$ cat src/rtl/cscv_pkg.sv
`timescale 1ns / 1ps
// Package for the calendar seconds converter: shared constants, the control
// struct of the shared add/subtract unit and the calendar table functions.
// No dependencies.
package cscv_pkg;

   localparam logic [11:0] YEAR_BASE      = 12'd2000;
   localparam logic [11:0] YEAR_LAST      = 12'd2099;
   localparam logic [6:0]  YEAR_SPAN      = 7'd100;
   localparam logic [31:0] END_SECONDS    = 32'd3155760000;
   localparam logic [31:0] LEAP_YEAR_SECS = 32'd31622400;
   localparam logic [31:0] NORM_YEAR_SECS = 32'd31536000;
   localparam logic [31:0] DAY_SECS       = 32'd86400;
   localparam logic [31:0] HOUR_SECS      = 32'd3600;
   localparam logic [31:0] MIN_SECS       = 32'd60;
   localparam logic [2:0]  WD_START       = 3'd6;
   localparam logic [2:0]  WD_SUNDAY      = 3'd7;
   localparam logic [2:0]  WD_LEAP_STEP   = 3'd2;
   localparam logic [2:0]  WD_NORM_STEP   = 3'd1;
   localparam logic [3:0]  LAST_MONTH_IDX = 4'd11;

   typedef struct packed {
      logic load;
      logic step;
      logic sub;
   } alu_ctrl_type;

   function automatic logic [4:0] month_days(input logic leap, input logic [3:0] idx);
      logic [4:0] d;
      case (idx)
         4'd1:    d = leap ? 5'd29 : 5'd28;
         4'd3:    d = 5'd30;
         4'd5:    d = 5'd30;
         4'd8:    d = 5'd30;
         4'd10:   d = 5'd30;
         default: d = 5'd31;
      endcase
      return d;
   endfunction

   function automatic logic [31:0] month_secs(input logic leap, input logic [3:0] idx);
      return {27'd0, month_days(leap, idx)} * DAY_SECS;
   endfunction

   // month length mod 7: 31 -> 3, 30 -> 2, 29 -> 1, 28 -> 0
   function automatic logic [2:0] month_wd(input logic leap, input logic [3:0] idx);
      logic [2:0] w;
      case (month_days(leap, idx))
         5'd28:   w = 3'd0;
         5'd29:   w = 3'd1;
         5'd30:   w = 3'd2;
         default: w = 3'd3;
      endcase
      return w;
   endfunction

   // 2^k mod 7, for k from 0 to 5
   function automatic logic [2:0] pow2_mod7(input logic [2:0] k);
      logic [2:0] w;
      case (k)
         3'd0:    w = 3'd1;
         3'd1:    w = 3'd2;
         3'd2:    w = 3'd4;
         3'd3:    w = 3'd1;
         3'd4:    w = 3'd2;
         default: w = 3'd4;
      endcase
      return w;
   endfunction

   function automatic logic [2:0] wd_add(input logic [2:0] a, input logic [2:0] b);
      logic [3:0] s;
      s = {1'b0, a} + {1'b0, b};
      return (s >= 4'd7) ? 3'(s - 4'd7) : s[2:0];
   endfunction

endpackage

$ cat src/rtl/cscv_alu.sv
`timescale 1ns / 1ps
// Shared 32-bit accumulator with add/subtract and compare.
// Depends on cscv_pkg for the control struct.
module cscv_alu (
   input  logic                  clock,
   input  cscv_pkg::alu_ctrl_type ctrl,
   input  logic [31:0]           load_value,
   input  logic [31:0]           operand,
   output logic [31:0]           acc,
   output logic                  fits
);
   import cscv_pkg::*;

   logic [31:0] acc_ff;
   logic [31:0] acc_in;

   always_comb begin
      acc_in = acc_ff;
      if (ctrl.load) begin
         acc_in = load_value;
      end else if (ctrl.step) begin
         acc_in = ctrl.sub ? (acc_ff - operand) : (acc_ff + operand);
      end
   end

   always_ff @(posedge clock) begin
      acc_ff <= acc_in;
   end

   assign acc  = acc_ff;
   assign fits = (acc_ff >= operand);

endmodule

$ cat src/rtl/calendar_seconds_converter.sv
`timescale 1ns / 1ps
// Calendar seconds converter, top level: request capture, sequencer, result register.
// Depends on cscv_pkg and cscv_alu.
// The year walk (one add or subtract per year) and the month walk dominate, then five/five/six
// bit-serial steps for day, hour and minute, all on the one shared adder.
// One request at a time; req_ready is high only while the sequencer is idle.
// Synchronous active-high reset clears the sequencer and the response valid (rsp_valid).
module calendar_seconds_converter (
   input  logic        clock,
   input  logic        reset,
   input  logic        req_valid,
   output logic        req_ready,
   input  logic        req_action,
   input  logic [11:0] req_year_in,
   input  logic [3:0]  req_month_in,
   input  logic [4:0]  req_day_in,
   input  logic [4:0]  req_hour_in,
   input  logic [5:0]  req_minute_in,
   input  logic [5:0]  req_second_in,
   input  logic [31:0] req_seconds_in,
   output logic        rsp_valid,
   input  logic        rsp_ready,
   output logic        rsp_valid_res,
   output logic [31:0] rsp_seconds_out,
   output logic [2:0]  rsp_weekday,
   output logic [11:0] rsp_year_out,
   output logic [3:0]  rsp_month_out,
   output logic [4:0]  rsp_day_out,
   output logic [4:0]  rsp_hour_out,
   output logic [5:0]  rsp_minute_out,
   output logic [5:0]  rsp_second_out
);
   import cscv_pkg::*;

   localparam logic [2:0] S_IDLE  = 3'd0;
   localparam logic [2:0] S_YEAR  = 3'd1;
   localparam logic [2:0] S_MONTH = 3'd2;
   localparam logic [2:0] S_DAY   = 3'd3;
   localparam logic [2:0] S_HOUR  = 3'd4;
   localparam logic [2:0] S_MIN   = 3'd5;
   localparam logic [2:0] S_SEC   = 3'd6;
   localparam logic [2:0] S_FIN   = 3'd7;

   logic [2:0]  state_ff, state_in;
   logic        act_ff, act_in;
   logic        ok_ff, ok_in;
   logic [6:0]  yr_ff, yr_in;
   logic [6:0]  yr_tgt_ff, yr_tgt_in;
   logic [3:0]  mon_ff, mon_in;
   logic [3:0]  m_ff, m_in;
   logic [4:0]  day_ff, day_in;
   logic [4:0]  hour_ff, hour_in;
   logic [5:0]  min_ff, min_in;
   logic [5:0]  sec_ff, sec_in;
   logic [31:0] secs_ff, secs_in;
   logic [2:0]  wd_ff, wd_in;
   logic [2:0]  bit_ff, bit_in;

   logic        rsp_valid_ff, rsp_valid_in;
   logic        res_valid_ff;
   logic [31:0] res_seconds_ff;
   logic [2:0]  res_weekday_ff;
   logic [11:0] res_year_ff;
   logic [3:0]  res_month_ff;
   logic [4:0]  res_day_ff;
   logic [4:0]  res_hour_ff;
   logic [5:0]  res_minute_ff;
   logic [5:0]  res_second_ff;
   logic        res_load;

   alu_ctrl_type alu_ctrl;
   logic [31:0]  alu_load_value;
   logic [31:0]  alu_operand;
   logic [31:0]  acc;
   logic         fits;

   logic        accept;
   logic [11:0] yr_off;
   logic        leap_in;
   logic        ok0;
   logic        ok1;
   logic        leap;
   logic        take;

   cscv_alu u_alu (
      .clock      (clock),
      .ctrl       (alu_ctrl),
      .load_value (alu_load_value),
      .operand    (alu_operand),
      .acc        (acc),
      .fits       (fits)
   );

   assign req_ready = (state_ff == S_IDLE);
   assign accept    = req_valid && req_ready;

   assign yr_off  = req_year_in - YEAR_BASE;
   assign leap_in = (req_year_in[1:0] == 2'b00);
   assign ok0 = (req_second_in <= 6'd59) && (req_minute_in <= 6'd59) &&
                (req_hour_in <= 5'd23) && (req_month_in >= 4'd1) &&
                (req_month_in <= 4'd12) && (req_year_in >= YEAR_BASE) &&
                (req_year_in <= YEAR_LAST) && (req_day_in >= 5'd1) &&
                (req_day_in <= month_days(leap_in, req_month_in - 4'd1));
   assign ok1  = (req_seconds_in < END_SECONDS);
   assign leap = (yr_ff[1:0] == 2'b00);

   always_comb begin
      state_in       = state_ff;
      act_in         = act_ff;
      ok_in          = ok_ff;
      yr_in          = yr_ff;
      yr_tgt_in      = yr_tgt_ff;
      mon_in         = mon_ff;
      m_in           = m_ff;
      day_in         = day_ff;
      hour_in        = hour_ff;
      min_in         = min_ff;
      sec_in         = sec_ff;
      secs_in        = secs_ff;
      wd_in          = wd_ff;
      bit_in         = bit_ff;
      alu_ctrl       = '0;
      alu_ctrl.sub   = act_ff;
      alu_load_value = 32'd0;
      alu_operand    = 32'd0;
      res_load       = 1'b0;
      take           = 1'b0;
      rsp_valid_in   = rsp_valid_ff && !rsp_ready;

      case (state_ff)
         S_IDLE: begin
            if (accept) begin
               act_in         = req_action;
               ok_in          = req_action ? ok1 : ok0;
               yr_in          = 7'd0;
               yr_tgt_in      = yr_off[6:0];
               mon_in         = req_month_in;
               m_in           = 4'd0;
               day_in         = req_action ? 5'd0 : (req_day_in - 5'd1);
               hour_in        = req_action ? 5'd0 : req_hour_in;
               min_in         = req_action ? 6'd0 : req_minute_in;
               sec_in         = req_second_in;
               secs_in        = req_seconds_in;
               wd_in          = WD_START;
               bit_in         = 3'd4;
               alu_ctrl.load  = 1'b1;
               alu_load_value = req_action ? req_seconds_in : 32'd0;
               state_in       = (req_action ? ok1 : ok0) ? S_YEAR : S_FIN;
            end
         end
         S_YEAR: begin
            alu_operand = leap ? LEAP_YEAR_SECS : NORM_YEAR_SECS;
            take = act_ff ? fits : (yr_ff != yr_tgt_ff);
            if (take) begin
               alu_ctrl.step = 1'b1;
               yr_in = yr_ff + 7'd1;
               wd_in = wd_add(wd_ff, leap ? WD_LEAP_STEP : WD_NORM_STEP);
            end else begin
               state_in = S_MONTH;
            end
         end
         S_MONTH: begin
            alu_operand = month_secs(leap, m_ff);
            take = act_ff ? (fits && (m_ff != LAST_MONTH_IDX)) : ((m_ff + 4'd1) != mon_ff);
            if (take) begin
               alu_ctrl.step = 1'b1;
               m_in  = m_ff + 4'd1;
               wd_in = wd_add(wd_ff, month_wd(leap, m_ff));
            end else begin
               state_in = S_DAY;
               bit_in   = 3'd4;
            end
         end
         S_DAY: begin
            alu_operand = DAY_SECS << bit_ff;
            take = act_ff ? fits : day_ff[bit_ff];
            if (take) begin
               alu_ctrl.step = 1'b1;
               wd_in = wd_add(wd_ff, pow2_mod7(bit_ff));
               if (act_ff) begin
                  day_in[bit_ff] = 1'b1;
               end
            end
            if (bit_ff == 3'd0) begin
               state_in = S_HOUR;
               bit_in   = 3'd4;
            end else begin
               bit_in = bit_ff - 3'd1;
            end
         end
         S_HOUR: begin
            alu_operand = HOUR_SECS << bit_ff;
            take = act_ff ? fits : hour_ff[bit_ff];
            if (take) begin
               alu_ctrl.step = 1'b1;
               if (act_ff) begin
                  hour_in[bit_ff] = 1'b1;
               end
            end
            if (bit_ff == 3'd0) begin
               state_in = S_MIN;
               bit_in   = 3'd5;
            end else begin
               bit_in = bit_ff - 3'd1;
            end
         end
         S_MIN: begin
            alu_operand = MIN_SECS << bit_ff;
            take = act_ff ? fits : min_ff[bit_ff];
            if (take) begin
               alu_ctrl.step = 1'b1;
               if (act_ff) begin
                  min_in[bit_ff] = 1'b1;
               end
            end
            if (bit_ff == 3'd0) begin
               state_in = act_ff ? S_FIN : S_SEC;
            end else begin
               bit_in = bit_ff - 3'd1;
            end
         end
         S_SEC: begin
            alu_operand   = {26'd0, sec_ff};
            alu_ctrl.step = 1'b1;
            state_in      = S_FIN;
         end
         S_FIN: begin
            if (!rsp_valid_ff || rsp_ready) begin
               res_load     = 1'b1;
               rsp_valid_in = 1'b1;
               state_in     = S_IDLE;
            end
         end
         default: begin
            state_in = S_IDLE;
         end
      endcase
   end

   always_ff @(posedge clock) begin
      if (reset) begin
         state_ff     <= S_IDLE;
         rsp_valid_ff <= 1'b0;
      end else begin
         state_ff     <= state_in;
         rsp_valid_ff <= rsp_valid_in;
      end
   end

   always_ff @(posedge clock) begin
      act_ff    <= act_in;
      ok_ff     <= ok_in;
      yr_ff     <= yr_in;
      yr_tgt_ff <= yr_tgt_in;
      mon_ff    <= mon_in;
      m_ff      <= m_in;
      day_ff    <= day_in;
      hour_ff   <= hour_in;
      min_ff    <= min_in;
      sec_ff    <= sec_in;
      secs_ff   <= secs_in;
      wd_ff     <= wd_in;
      bit_ff    <= bit_in;
   end

   always_ff @(posedge clock) begin
      if (res_load) begin
         res_valid_ff   <= ok_ff;
         res_seconds_ff <= !ok_ff ? 32'd0 : (act_ff ? secs_ff : acc);
         res_weekday_ff <= (wd_ff == 3'd0) ? WD_SUNDAY : wd_ff;
         if (ok_ff && act_ff) begin
            res_year_ff   <= YEAR_BASE + {5'd0, yr_ff};
            res_month_ff  <= m_ff + 4'd1;
            res_day_ff    <= day_ff + 5'd1;
            res_hour_ff   <= hour_ff;
            res_minute_ff <= min_ff;
            res_second_ff <= acc[5:0];
         end else begin
            res_year_ff   <= 12'd0;
            res_month_ff  <= 4'd0;
            res_day_ff    <= 5'd0;
            res_hour_ff   <= 5'd0;
            res_minute_ff <= 6'd0;
            res_second_ff <= 6'd0;
         end
      end
   end

   assign rsp_valid       = rsp_valid_ff;
   assign rsp_valid_res   = res_valid_ff;
   assign rsp_seconds_out = res_seconds_ff;
   assign rsp_weekday     = res_weekday_ff;
   assign rsp_year_out    = res_year_ff;
   assign rsp_month_out   = res_month_ff;
   assign rsp_day_out     = res_day_ff;
   assign rsp_hour_out    = res_hour_ff;
   assign rsp_minute_out  = res_minute_ff;
   assign rsp_second_out  = res_second_ff;

   a_invalid_zero: assert property (@(posedge clock) disable iff (reset)
      rsp_valid && !rsp_valid_res |-> (rsp_seconds_out == 32'd0) && (rsp_weekday == WD_START))
      else $error("invalid result carries nonzero seconds or wrong weekday");

   a_weekday_range: assert property (@(posedge clock) disable iff (reset)
      rsp_valid |-> (rsp_weekday != 3'd0))
      else $error("weekday code zero on result");

   a_year_bound: assert property (@(posedge clock) disable iff (reset)
      (state_ff == S_YEAR) |-> (yr_ff < YEAR_SPAN))
      else $error("year walk ran past the calendar range");

   a_month_bound: assert property (@(posedge clock) disable iff (reset)
      (state_ff == S_MONTH) |-> (m_ff <= LAST_MONTH_IDX))
      else $error("month walk ran past December");

endmodule

$ cat config.mk
export PLATFORM = sky130hd
export DESIGN_NAME = calendar_seconds_converter
export DESIGN_NICKNAME = d
export VERILOG_FILES = /design/src/rtl/cscv_pkg.sv /design/src/rtl/cscv_alu.sv /design/src/rtl/calendar_seconds_converter.sv
export SDC_FILE = /design/constraint.sdc
export NUM_CORES = 1
export LEC_CHECK = 0
export BUFFER_PORTS_ARGS = -buffer_cell sky130_fd_sc_hd__buf_2
export CORE_MARGIN = 2
export CORE_UTILIZATION = 55
export CTS_BUF_LIST = sky130_fd_sc_hd__clkbuf_4 sky130_fd_sc_hd__clkbuf_8
export DETAILED_ROUTE_END_ITERATION = 10
export GPL_TIMING_DRIVEN = 0
export MAX_ROUTING_LAYER = met4
export PLACE_DENSITY = 0.76
export SKIP_LAST_GASP = 1
export SYNTH_ARGS = -nofsm -noshare
export SYNTH_HDL_FRONTEND = slang
export SYNTH_SLANG_ARGS = --single-unit
export TNS_END_PERCENT = 100
$ cat constraint.sdc
create_clock -name clock -period 6.46 [get_ports clock]
set_input_delay 1.292 -clock clock [delete_from_list [all_inputs] [get_ports clock]]
set_output_delay 1.292 -clock clock [all_outputs]
set_load 0.05 [all_outputs]
**After elaboration in Yosys (flattened, before gate mapping)**

Index checks and enable logic that the tools add are counted.

- Flip-flop bits (word level): 194
- Input bits: 75
- Output and inout port bits: 76
- Logic and storage cells: 242

- $add $sub $neg: 16
- Multiply operators: 1
- Magnitude comparators: 16
- Eq/ne operators: 42
- Shifts and indexed selects: 3
- Multiplexer cells: 94
- Bitwise gates (word level): 3
- Reductions and logical operators: 42

Operators with widths:

| operator | count |
|---|---|
| 2-to-1 mux 32 bit | 7 |
| case mux 32 bit (6 select lines) | 1 |
| 2-to-1 mux 3 bit | 24 |
| 2-to-1 mux 5 bit | 11 |
| adder 32 bit | 1 |
| greater-or-equal comparator 32 bit | 1 |
| < comparator 32 bit, second input constant | 1 |
| << shifter 12 x 3 -> 32 bit, first input constant | 1 |
| << shifter 17 x 3 -> 32 bit, first input constant | 1 |
| << shifter 6 x 3 -> 32 bit, first input constant | 1 |
| subtractor 32 bit | 1 |
| != test 2 bit, second input constant | 15 |
| 2-to-1 mux 1 bit | 24 |
| 2-to-1 mux 6 bit | 4 |
| case mux 3 bit (8 select lines) | 1 |
| case mux 5 bit (2 select lines) | 2 |
| 2-to-1 mux 18 bit | 1 |
| == test 4 bit, second input constant | 4 |
| AND reduction 4 bit | 4 |
| == test 3 bit, second input constant | 5 |
| == test 5 bit, second input constant | 3 |
| multiplier 5 x 10 -> 15 bit, second input constant | 1 |
| case mux 3 bit (5 select lines) | 1 |
| 2-to-1 mux 7 bit | 2 |
| 59 further kinds | 100 |

**Depth between registers and ports, before layout**

- Depth after elaboration: 20
- Gate-level depth with buffers: 22
- Gate-level depth less buffers: 21

**Hierarchy**

From an unflattened synthesis, not the netlist that was laid out.

- Cells, all modules: 1,437
- Area, all modules: 13,739.4 µm²

By module, submodules not included:

| module | instances | cells each | area an instance (µm²) | sequential area each (µm²) |
|---|---|---|---|---|
| calendar_seconds_converter | 1 | 784 | 8,812.2 | 4,764.6 |
| cscv_alu | 1 | 653 | 4,927.2 | 960.9 |

**Least setup slack after synthesis**

OpenSTA, ideal clock, no wires.

- Path kind: input-to-reg
- From: input rsp_ready
- To: register state_ff[2]
- Library setup time: 333 ps
- Arrival: 4,609 ps
- Data required time: 6,127 ps
- Setup slack: 1,518 ps
- Stages on the path: 3
- Buffers on the path: 0
- Cell sequence: nor2b_1 > nor2_1 > a2111oi_0

- Word-level cells in the longest chain between the ends: 3

RTL lines:

| item | RTL line | RTL |
|---|---|---|
| from (decl) | calendar_seconds_converter.sv:22 | `input logic rsp_ready,` |
| logical OR 1 bit | calendar_seconds_converter.sv:228 | `if (!rsp_valid_ff \|\| rsp_ready) begin` |
| != test 2 bit (no source line) | -- |  |
| AND reduction 7 bit (no source line) | -- |  |
| to (signal assigned) | calendar_seconds_converter.sv:245 | `state_ff <= state_in;` |
| to (decl) | calendar_seconds_converter.sv:44 | `logic [2:0] state_ff, state_in;` |

No other way between the ends.
A chain may end at the register's enable or synchronous reset.

**Final worst setup path**

- From: register m_ff[0]
- To: register yr_ff[0] (enable)

- Word-level cells in the longest chain between the ends: 10
- Elaborated cells between the ends (all ways): 14
- Classes of those cells: 1 x mul; 1 x order compare; 6 x eq/ne; 4 x mux; 2 x reduce/logical

RTL lines:

| item | RTL line | RTL |
|---|---|---|
| from (decl) | calendar_seconds_converter.sv:50 | `logic [3:0] m_ff, m_in;` |
| from (signal assigned) | calendar_seconds_converter.sv:256 | `m_ff <= m_in;` |
| == test 4 bit (tied with other cells) | cscv_pkg.sv:30 | `case (idx)` |
| OR reduction 4 bit (no source line) | -- |  |
| case mux 2 bit (2 select lines) (*) | cscv_pkg.sv:30 |  |
| 2-to-1 mux 5 bit (*) | calendar_seconds_converter.sv:130 | `case (state_ff)` |
| multiplier 5 x 10 -> 15 bit (*) | cscv_pkg.sv:42 | `return {27'd0, month_days(leap, idx)} * DAY_SECS;` |
| case mux 32 bit (6 select lines) (*) | calendar_seconds_converter.sv:130 |  |
| greater-or-equal comparator 32 bit (*) | cscv_alu.sv:31 | `assign fits = (acc_ff >= operand);` |
| 2-to-1 mux 1 bit (*) | calendar_seconds_converter.sv:153 | `take = act_ff ? fits : (yr_ff != yr_tgt_ff);` |
| != test 2 bit (no source line) (*) | -- |  |
| AND reduction 3 bit (no source line) (*) | -- |  |
| to (signal assigned) | calendar_seconds_converter.sv:253 | `yr_ff <= yr_in;` |
| to (decl) | calendar_seconds_converter.sv:47 | `logic [6:0] yr_ff, yr_in;` |

Every way passes the cells marked *; elsewhere a longest branch is shown, timed or not. The select of a mux whose other input is x is not followed.

==> metrics <==
EDFF count, synth=188; clk_skew=between 0.02 and 0.025 ns; Yosys top cell by area=edfxtp_1; sequential-to-total area share from yosys stat=0.4366; Starting Density=0.5586; fmax=roughly 160 MHz; min cycle time layout=6.109 ns; PD cells=roughly 570 nW/µm²; Clock Latency Late Sink=roughly 0.52 ns; vias in the first global route=10.74k; FFs w/ async S/R, synth=0; Worst Path Arrival=between 6 and 7 ns; status=finished, final reports clean; WL final=around 42000 µm; met2 Use GR=0.4934; cells after synthesis=between 1k and 1.5k; Tcrit/Tclk final=0.9457; unrepaired setup endpoints after global routing=false; Final setup viols=0; maxcap violations=0; DIE AREA=25090 µm²; most common cell after layout, fill and taps aside=edfxtp_1; pre-CTS setup slack=approximately 0.20 ns; initial antenna violation count=1; clk sinks=192; total power=8429 µW; xor/xnor share of the synthesized area=0.04141; remaining global-route overflow=0; Hold WC Path Type=reg2reg; IO buf count=150; all-layer global routing usage=0.3516; global routing met1 resource utilization=0.4974; Compound-Gate Fraction of Synth Area=0.1676; area grow syn2layout=12.46%; main combinational cell family by area after synthesis=simple AND/OR/NAND/NOR gates; iteration-0 DRC count of the detailed router=about 1.2k; Worst Slack Setup Final=between 0.3 and 0.4 ns; Avg Cell Area, Syn=just under 10 µm²; fill count=roughly 2k; VDD IR max=~0.27 mV; post-synthesis simple-gate area fraction=0.1700; CTS tree=yes; DRC errors left=0; Avg Vias per Cell=6.189; count of cell types in the netlist=slightly above 80; GPL Wtd Cong=around 1.0; core box area=between 20000 and 25000 µm²; Fin. Hold Viols=0; Setup crit end kind=flop; root buf cell=clkbuf_8; Clock Path Buffers=2; routed length per instance=around 23 µm; Worst Path Required=~6.6 ns; clock-pin slew on the worst setup and hold paths=~0.11 ns; crit path max fanout=8; Die Y=roughly 160 µm; top_reg_cell synth=edfxtp_1; M3 GR Usage=0.07131; share of cells above drive strength 1=0.1458; IO Count=between 150 and 200; mapped cell area=13110 µm²; Synthesized Nets=about 1.5k; synth warn=0; CTS Buf Count=17; most used routing layer=met1; Row Count=56; post-synthesis adder-cell area fraction=0.09542; first drt pass iteration count=6; first-pass GRT wire length=between 60000 and 70000 µm; final layout net count=between 1.5k and 2k; worst slew margin relative to its limit=0.2382; largest net degree at the start of global routing=61; worst hold slack=around 0.46 ns; Seq cells post-synth=around 190; detailed placer's ending HPWL=between 30000 and 40000 µm; Chip Width=about 160 µm; Slew Limit Fails=0; H-tree Lvls=4; vias=~11k; Worst-Margin Slew=1.143 ns; Leakage=~0.0060 µW; most frequent cells in the layout=edfxtp_1, buf_2, a21oi_1; mux cell area share after synthesis=0.03884; synth top area cells=edfxtp_1, ha_1, a21oi_1; antenna-violating nets left=0; startpoint type of the worst setup path=flop; WS Path Type=reg2reg; # hold bufs at CTS=0; share of the synthesized area in the top cell type=0.4305
[critical path, cell delays in order, from the launching register on]
cell and delay, ns:
edfxtp_1 0.54, ha_1 0.30, or3b_2 0.46, a21oi_1 0.21, nor2_2 0.15, ha_1 0.33, nor2b_1 0.15, a211oi_1 0.61
ha_1 0.35, nand4_1 0.20, a21oi_1 0.29, nor3_1 0.09, nand2b_1 0.14, buf_2 0.19, a21oi_1 0.61, o31a_1 0.22
mux2i_1 0.09, nor3_1 0.79
[power breakdown]
part | leakage (µW) | internal (µW) | total [µW] | switching (µW)
combinational | 0.00395 | 1890 | 5380 | 3490
sequential | 0.00181 | 1920 | 2200 | 283
clock | 0.000198 | 325 | 846 | 522
[area by class of cell]
cell class | count | area (µm²) | share of cell area
buffer | 76 | 315.3 | 0.02138
inverter | 92 | 345.3 | 0.02342
timing repair buffer | 152 | 790.8 | 0.05362
sequential | 192 | 5725 | 0.3883
antenna | 1 | 2.502 | 0.0001697
clock inverter | 14 | 173.9 | 0.01179
multi-input combinational | 993 | 6760 | 0.4584
tap | 319 | 399.1 | 0.02707
clock buffer | 17 | 234.0 | 0.01587
[synth_stat cells (9+ instances only)]
cell and n:
inv_1 84, o21bai_1 16, nand2b_1 20, a211oi_1 9, mux2i_1 43, ha_1 92, o31ai_1 13, nand3_1 46
nor2b_1 52, nor2_1 109, a31oi_1 13, a21o_1 11, o21ai_0 76, nor4_1 10, a21oi_1 110, nand2_1 75
buf_2 9, xor2_1 18, clkbuf_1 58, xnor2_1 44, o21ai_1 23, and3_1 27, edfxtp_1 188, nor3_1 35
nand4_1 13
[routing by layer]
layer | share of wire | vias to the layer above
met3 | 0.091 | 116
met1 | 0.45 | 5481
met4 | 0.043 | 0
li1 | - | 5280
met2 | 0.42 | 609
met5 | 0 | -
[path summary, 6_finish.rpt]
kind | startpoint | cells past startpoint | slack (ns) | endpoint
worst max-delay path | m_ff[0] | 17 | 0.35 | yr_ff[0]
worst min-delay path | ok_ff | 0 | 0.46 | rsp_valid_res
worst max register to register | m_ff[0] | 17 | 0.35 | yr_ff[0]
worst min register to register | ok_ff | 0 | 0.46 | rsp_valid_res
[state kept, by name, indices dropped and copies added, names as in the netlist, 3 cells and up]
name             flops
bit_ff               3
day_ff               5
hour_ff              5
m_ff                 4
min_ff               6
mon_ff               4
rsp_day_out          5
rsp_hour_out         5
rsp_minute_out       6
rsp_month_out        4
rsp_second_out       6
rsp_seconds_out     32
rsp_weekday          3
rsp_year_out        10
sec_ff               6
secs_ff             32
state_ff             3
u_alu.acc           32
wd_ff                3
yr_ff                7
yr_tgt_ff            7
[logic make-up (layout without fill, tap and decap cells)]
group | after synthesis | after routing
XOR/XNOR | 62 | 62
multiplexers | 48 | 48
flip-flops | 192 | 192
adder cells (fa/ha/maj) | 97 | 97
AO/OA/AOI/OAI | 353 | 353
AND/OR/NAND/NOR | 433 | 433
buffers and inverters | 168 | 351
other | 0 | 1
[per-stage QoR]
| step | util | std cells | instance area, µm² | TNS (ns) |
|---|---|---|---|---|
| floorplan | - | 1353 | 13110 | 0 |
| global placement | 0.6076 | 1822 | 14260 | -16.61 |
| detailed placement | 0.6099 | 1824 | 14320 | 0 |
| CTS | 0.6272 | 1855 | 14720 | 0 |
| global route | 0.6283 | 1856 | 14750 | 0 |
| finish | 0.6283 | 1856 | 14750 | 0 |
[timing repair]
item | 4_1_cts | 5_1_grt
endpoints found under the setup margin | 0 | 38
buffers inserted | 0 | 0
resized for setup | 0 | 4
Power figures use the tool's default switching activity.
